## src/design/iprt_pkg.sv

```systemverilog
// ----------------------------------------------------------------------------
// iprt_pkg: shared types and constants for the IPv6 route table
// Request and result payloads, status codes, flag bits and prefix masks.
// ----------------------------------------------------------------------------
`default_nettype none

package iprt_pkg;

  localparam int TableEntries = 32;
  localparam int IdxW = $clog2(TableEntries);
  localparam int CntW = IdxW + 1;

  localparam logic [2:0] REQ_ADD      = 3'd0;
  localparam logic [2:0] REQ_DEL      = 3'd1;
  localparam logic [2:0] REQ_DEL_DEV  = 3'd2;
  localparam logic [2:0] REQ_ADD_CONN = 3'd3;
  localparam logic [2:0] REQ_DEL_CONN = 3'd4;
  localparam logic [2:0] REQ_EXPIRE   = 3'd5;
  localparam logic [2:0] REQ_LOOKUP   = 3'd6;

  localparam logic [2:0] ST_OK       = 3'd0;
  localparam logic [2:0] ST_INVALID  = 3'd1;
  localparam logic [2:0] ST_NOENT    = 3'd2;
  localparam logic [2:0] ST_NOSPACE  = 3'd3;
  localparam logic [2:0] ST_OVERFLOW = 3'd4;
  localparam logic [2:0] ST_UNREACH  = 3'd5;
  localparam logic [2:0] ST_NOTAVAIL = 3'd6;

  localparam logic [2:0] FL_GATEWAY   = 3'd1;
  localparam logic [2:0] FL_CONNECTED = 3'd4;

  typedef struct packed {
    logic [2:0]  req_type;
    logic [63:0] addr_hi;
    logic [63:0] addr_lo;
    logic [7:0]  pfx_len;
    logic [63:0] gateway_hi;
    logic [63:0] gateway_lo;
    logic [31:0] metric;
    logic [2:0]  route_flags;
    logic [63:0] expire_time;
    logic [15:0] device_id;
    logic [15:0] iface_index;
    logic [63:0] now_time;
  } req_t;

  typedef struct packed {
    logic [2:0]  status;
    logic [63:0] out_prefix_hi;
    logic [63:0] out_prefix_lo;
    logic [7:0]  out_prefix_len;
    logic [63:0] out_gateway_hi;
    logic [63:0] out_gateway_lo;
    logic [31:0] out_metric;
    logic [2:0]  out_flags;
    logic [15:0] out_iface;
    logic [15:0] out_device_id;
    logic [5:0]  removed_count;
    logic [5:0]  live_count;
  } rsp_t;

  // one table row
  typedef struct packed {
    logic [63:0] pfx_hi;
    logic [63:0] pfx_lo;
    logic [7:0]  len;
    logic [63:0] gw_hi;
    logic [63:0] gw_lo;
    logic [31:0] cost;
    logic [2:0]  kind;
    logic [63:0] expiry;
    logic [15:0] iface;
    logic [15:0] device;
    logic [15:0] refs;
  } row_t;

  // controller -> datapath
  typedef struct packed {
    logic          load;    // latch request, start scan
    logic          scan;    // examine row at scan index
    logic          finish;  // apply the write and build the result
  } cmd_t;

  // datapath -> controller
  typedef struct packed {
    logic last;  // scan index at last row
  } sts_t;

  function automatic logic [63:0] mask_hi(input logic [7:0] len);
    logic [63:0] m;
    if (len == 8'd0) m = '0;
    else if (len >= 8'd64) m = '1;
    else m = ~(64'hFFFF_FFFF_FFFF_FFFF >> len[5:0]);
    return m;
  endfunction

  function automatic logic [63:0] mask_lo(input logic [7:0] len);
    logic [63:0] m;
    if (len <= 8'd64) m = '0;
    else if (len >= 8'd128) m = '1;
    else m = ~(64'hFFFF_FFFF_FFFF_FFFF >> len[5:0]);
    return m;
  endfunction

  function automatic logic is_ll(input logic [63:0] hi);
    return hi[63:54] == 10'h3FA;
  endfunction

endpackage

`default_nettype wire

```

## src/design/iprt_ctrl.sv

```systemverilog
// ----------------------------------------------------------------------------
// iprt_ctrl: request sequencer
// Accept a request, walk the table one row per cycle, finish, present result.
// ----------------------------------------------------------------------------
`default_nettype none

module iprt_ctrl (
  input  wire logic          clk_i,
  input  wire logic          rst_ni,
  input  wire logic          in_valid_i,
  output logic               in_ready_o,
  output logic               out_valid_o,
  input  wire logic          out_ready_i,
  output iprt_pkg::cmd_t     cmd_o,
  input  iprt_pkg::sts_t     sts_i
);
  import iprt_pkg::*;

  localparam logic [1:0] S_IDLE = 2'd0;
  localparam logic [1:0] S_SCAN = 2'd1;
  localparam logic [1:0] S_FIN  = 2'd2;
  localparam logic [1:0] S_OUT  = 2'd3;

  logic [1:0] state_q, state_d;

  always_comb begin
    state_d = state_q;
    cmd_o = '0;
    in_ready_o = 1'b0;
    out_valid_o = 1'b0;
    unique case (state_q)
      S_IDLE: begin
        in_ready_o = 1'b1;
        if (in_valid_i) begin
          cmd_o.load = 1'b1;
          state_d = S_SCAN;
        end
      end
      S_SCAN: begin
        cmd_o.scan = 1'b1;
        if (sts_i.last) state_d = S_FIN;
      end
      S_FIN: begin
        cmd_o.finish = 1'b1;
        state_d = S_OUT;
      end
      S_OUT: begin
        out_valid_o = 1'b1;
        if (out_ready_i) state_d = S_IDLE;
      end
      default: state_d = S_IDLE;
    endcase
  end

  always_ff @(posedge clk_i or negedge rst_ni) begin
    if (!rst_ni) state_q <= S_IDLE;
    else state_q <= state_d;
  end

endmodule

`default_nettype wire

```

## config.mk

```make
export PLATFORM = sky130hd
export DESIGN_NAME = iprt_ctrl
export DESIGN_NICKNAME = d
export VERILOG_FILES = /design/src/design/iprt_pkg.sv /design/src/design/iprt_ctrl.sv
export SDC_FILE = /design/constraint.sdc
export NUM_CORES = 1
export LEC_CHECK = 0
export ABC_AREA = 1
export CAP_MARGIN = 25
export CORE_AREA = 2 2 39 41
export DETAILED_ROUTE_END_ITERATION = 6
export DIE_AREA = 0 0 41 43
export DONT_BUFFER_PORTS = 1
export PLACE_DENSITY = 0.3
export SLEW_MARGIN = 20
export SYNTH_ARGS = -nofsm -noshare
export SYNTH_HDL_FRONTEND = slang
export SYNTH_SLANG_ARGS = --single-unit
```

## constraint.sdc

```tcl
create_clock -name clk_i -period 2.2 [get_ports clk_i]
set_input_delay 0.22 -clock clk_i [delete_from_list [all_inputs] [get_ports clk_i]]
set_output_delay 0.22 -clock clk_i [all_outputs]
set_load 0.005 [all_outputs]
```

# Word level (Yosys, flattened, before mapping)
# Cells that the tools add are included.
totals:
  ff_bits: 2
  input_bits: 5
  out_inout_bits: 5
op_classes:
  mux: 10
  reduce_logical: 2
  n_eq_ne: 6
ops:
  columns: ["cell", "count"]
  rows:
  - ["$pmux W2 S4", 1]
  - ["$mux W1", 6]
  - ["$mux W2", 3]
  - ["$ne A2 B2 Y1 const B", 3]
  - ["$eq A2 B2 Y1 const B", 2]
  - ["$reduce_and A3 Y1", 1]
  - ["$eq A2 B1 Y1 const B", 1]
  - ["$logic_not A2 Y1", 1]

# Logic depth before layout (Yosys ltp)
logic_depth:
  word_depth: 3
  depth_mapped: 6
  depth_no_buf: 6

# Least setup slack after synthesis
# No wires, ideal clock.
synth_path:
  path_type: "flip-flop to flip-flop"
  startpoint: "register state_q[0]"
  endpoint: "register state_q[0]"
  setup_ns: 0.118
  arrival_time_ns: 0.936
  slack_ns: 1.146
  required_ns: 2.082
  path_stages_with_launch: 7
  period_less_slack_ns: 1.054
  n_path_buf: 0
  path_cell_list: "dfrtp_1 > inv_1 > ha_1 > nand2_2 > nand3_2 > nand2_1 > nand2_1"
synth_between:
  elab_chain_cells: 3
  word_cells_on_any_way: 9
  classes_between: "eq/ne: 6; mux: 1; reduce/logical: 2"
synth_rtl:
  columns: ["item", "line", "source"]
  rows:
  - ["from (decl)", "iprt_ctrl.sv:24", "logic [1:0] state_q, state_d;"]
  - ["from (signal assigned)", "iprt_ctrl.sv:57", "else state_q <= state_d;"]
  - ["$eq A2 B1 Y1, or another cell as far along", "iprt_ctrl.sv:31", "unique case (state_q)"]
  - ["$ne A2 B2 Y1 (no source line)", null, null]
  - ["$reduce_and A3 Y1 (no source line)", null, null]
# Several ways; a longest one is shown, not always the timed one.
# A chain may end at the register's enable or synchronous reset.

==> results.md <==
* Tightest slew margin relative to the limit at 0.883
* Delay-heaviest family, CP: flip-flops
* Kind of end point of the critical path: primary output
* Global-route congestion overflow total at 0
* Detail Placement HPWL at 302 microns
* Synthesis-stage register bit count at 2
* Mapped Avg Cell Area at 7.46 sq um
* Clock Latency Late Sink at 220 ps
* Crit-path cells: inv_1, ha_1, nand2_1, inv_1
* Met3 capacity usage during global routing at 0.0314
* Flip-flop count of the largest register after layout at 2
* Number of nets with antenna violations after detailed routing at 0
* Clock period minus final worst setup slack at 1320 ps
* Net switching power figure at 0.148 mW
* Register-to-register setup slack at 1050 ps
* Netlist Area Pre-Place at 194 sq um
* Number of antenna violations at the first check in global routing at 0
* Crit-path max FO at 4
* Internal portion of total power at 0.188 mW
* Post-synth net total at 35
* Vias per Instance at 3.54
* Actual slew at the worst max-slew pin at 175 ps
* Count of boundary I/O pins at 10
* Startpoint-to-endpoint class of the critical path: reg2out
* Area of the die at 1760 sq um
* Maximum clock skew at final layout at 2.69 ps
* Global route hottest layer: met4
* CP dominant cell by count: inv_1
* Proportion of power drawn by the clock network at 0.242
* Classification of the worst-slack hold path: in2async
* Total setup violations reported at the end of the flow at 0
* Buffers on Ports at 0
* Global-route usage over all layers at 0.0572
* Met1 Track Usage GR at 0.0482
* Core Area at 1380 sq um
* Count of clock tree sinks at 2
* Worst slack after detailed placement at 1050 ps
* Number of unique standard cell types used by synthesis at 7
* Ratio of cells with drive above 1 in the final layout at 0.233
* Clock Root Buffer: clkbuf_4
* Data arrival time of the critical path at 1100 ps
* Max cap viols at 0
* Maximum number of pins on one net before global-route repair at 5
* Die X-Extent at 41 microns
* WHS at 225 ps
* Max clock buf depth at 2
* Sequential cell area fraction in the yosys report at 0.258
* Share of total power in combinational logic at 0.530
* Initial drt markers at 1
* Setup slack after layout at 885 ps
* Crit-path max cell delay at 400 ps
* CTS HTree Levels at 1
* Share of the cycle needed by the critical path after routing at 0.598
* Sort of element at the start of the critical path: flop
* Die height at 43 microns
* First-pass GRT wire length at 586 microns
* Pwr/cell area at 1360 nW/um^2
* Cell count after synthesis at 26
* Number of max-slew violations in the final report at 0
* Layout Cell Area excl Fill at 246 sq um
* Setup total negative slack at 0 ps
* Ant. Diodes at 0
* Synthesis Warnings at 0
* Worst path buffer plus inverter count at 2
* CP max-delay cell: dfrtp_1
* DRC violation count after routing at 0
* WL/cell at 7.87 microns
* Hold Fails Final Rpt at 0
* Registers with the most flip-flops: state_q x2
* Proportion of total power due to net switching at 0.439
* Met2 global-route usage at 0.0750
* Post-CTS clock slew at the launch and capture registers of the worst setup and hold paths at 30 ps
* Number of global-route vias before repair at 159
* Max Freq at 760 MHz
* Cell area reported after detailed placement at 214 sq um
* Total number of vias at 163
* DRT Pass-1 Iters at 4
* Max rail drop VDD at 0.451 mV
* Setup repair after global routing missed its margin: no
* Part of the power in registers at 0.229
* Critical Path RT at 1980 ps
* Site Rows at 14
* Routed WL at 362 microns
* TritonCTS clock tree: done
* Synthesis-to-finish area growth at 27.1%
* Largest Register: state_q
* Run status: finished clean
* CTS Buf Count at 3
* Final-stage net count at 41
* Initial Utilization at 0.140
* Final Wtd Congestion at 0.572
* Cell leakage power at 0.150 nW
[power groups by stage]
stage / combinational (mW) / clock [mW] / sequential [mW]
final: 0.178 / 0.0813 / 0.0768
after global routing: 0.213 / 0.0919 / 0.0798
after CTS: 0.183 / 0.0879 / 0.0768
after floorplan: 0.149 / 0 / 0.0740
after global placement: 0.181 / 0 / 0.0767
after detailed placement: 0.181 / 0 / 0.0773
[logic make-up (layout without fill, tap and decap cells)]
| group | after synthesis | count (layout) | share of synthesized area |
|---|---|---|---|
| and+or+nand+nor | 12 | 12 | 0.329 |
| buffers and inverters | 8 | 12 | 0.155 |
| DFF | 2 | 2 | 0.258 |
| adders and majority gates | 4 | 4 | 0.258 |
[cells in the mapped netlist]
| cell | count | area (sq um) |
|---|---|---|
| nand2_2 | 3 | 18.8 |
| nand3_2 | 1 | 10.0 |
| nand2_1 | 6 | 22.5 |
| inv_1 | 8 | 30.0 |
| dfrtp_1 | 2 | 50.1 |
| ha_1 | 4 | 50.1 |
| nand4_1 | 2 | 12.5 |
[metrics by stage]
step / utilization / total power, mW / cells
2_1_floorplan: - / 0.223 / 26
3_3_place_gp: 0.155 / 0.258 / 42
3_5_place_dp: 0.155 / 0.259 / 42
4_1_cts: 0.178 / 0.348 / 46
5_1_grt: 0.178 / 0.384 / 46
6_report: 0.178 / 0.336 / 46
[layout by cell type, fill, tap and decap left out]
cell / instances
inv_1: 8
clkbuf_4: 3
nand2_2: 3
dfrtp_1: 2
nand3_2: 1
ha_1: 4
nand2_1: 6
nand4_1: 2
dlygate4sd3_1: 1
[path summary, 6_finish.rpt]
| check | startpoint | endpoint | cells after the start |
|---|---|---|---|
| max | state_q[0] | cmd_o[2] | 4 |
| min | rst_ni | state_q[0] | 1 |
| max reg2reg | state_q[0] | state_q[0] | 6 |
| min reg2reg | state_q[1] | state_q[1] | 2 |
| max in group asynchronous | rst_ni | state_q[1] | 1 |
| min in group clk_i | sts_i | state_q[0] | 4 |
[layer usage]
| layer | up-vias | share of wire |
|---|---|---|
| li1 | 84 | - |
| met1 | 70 | 0.37 |
| met2 | 7 | 0.53 |
| met3 | 2 | 0.050 |
| met4 | 0 | 0.041 |
| met5 | - | 0 |
[final cells by class]
cell class,count,area [sq um]
multi-input cells,16,114
repair buffers,1,10.0
well taps,16,20.0
flip-flops and latches,2,50.0
fillers,157,1140
inverters,8,30.0
clock buffers,3,22.5
[repair_timing]
action / 4_1_cts / 5_1_grt
hold buffers: 1 / 0
setup buffers: 0 / 0
endpoints found under the hold margin: 2 / 0
gates resized for setup: 0 / 0
setup endpoints to repair: 0 / 0
Power figures use the tool's default switching activity.
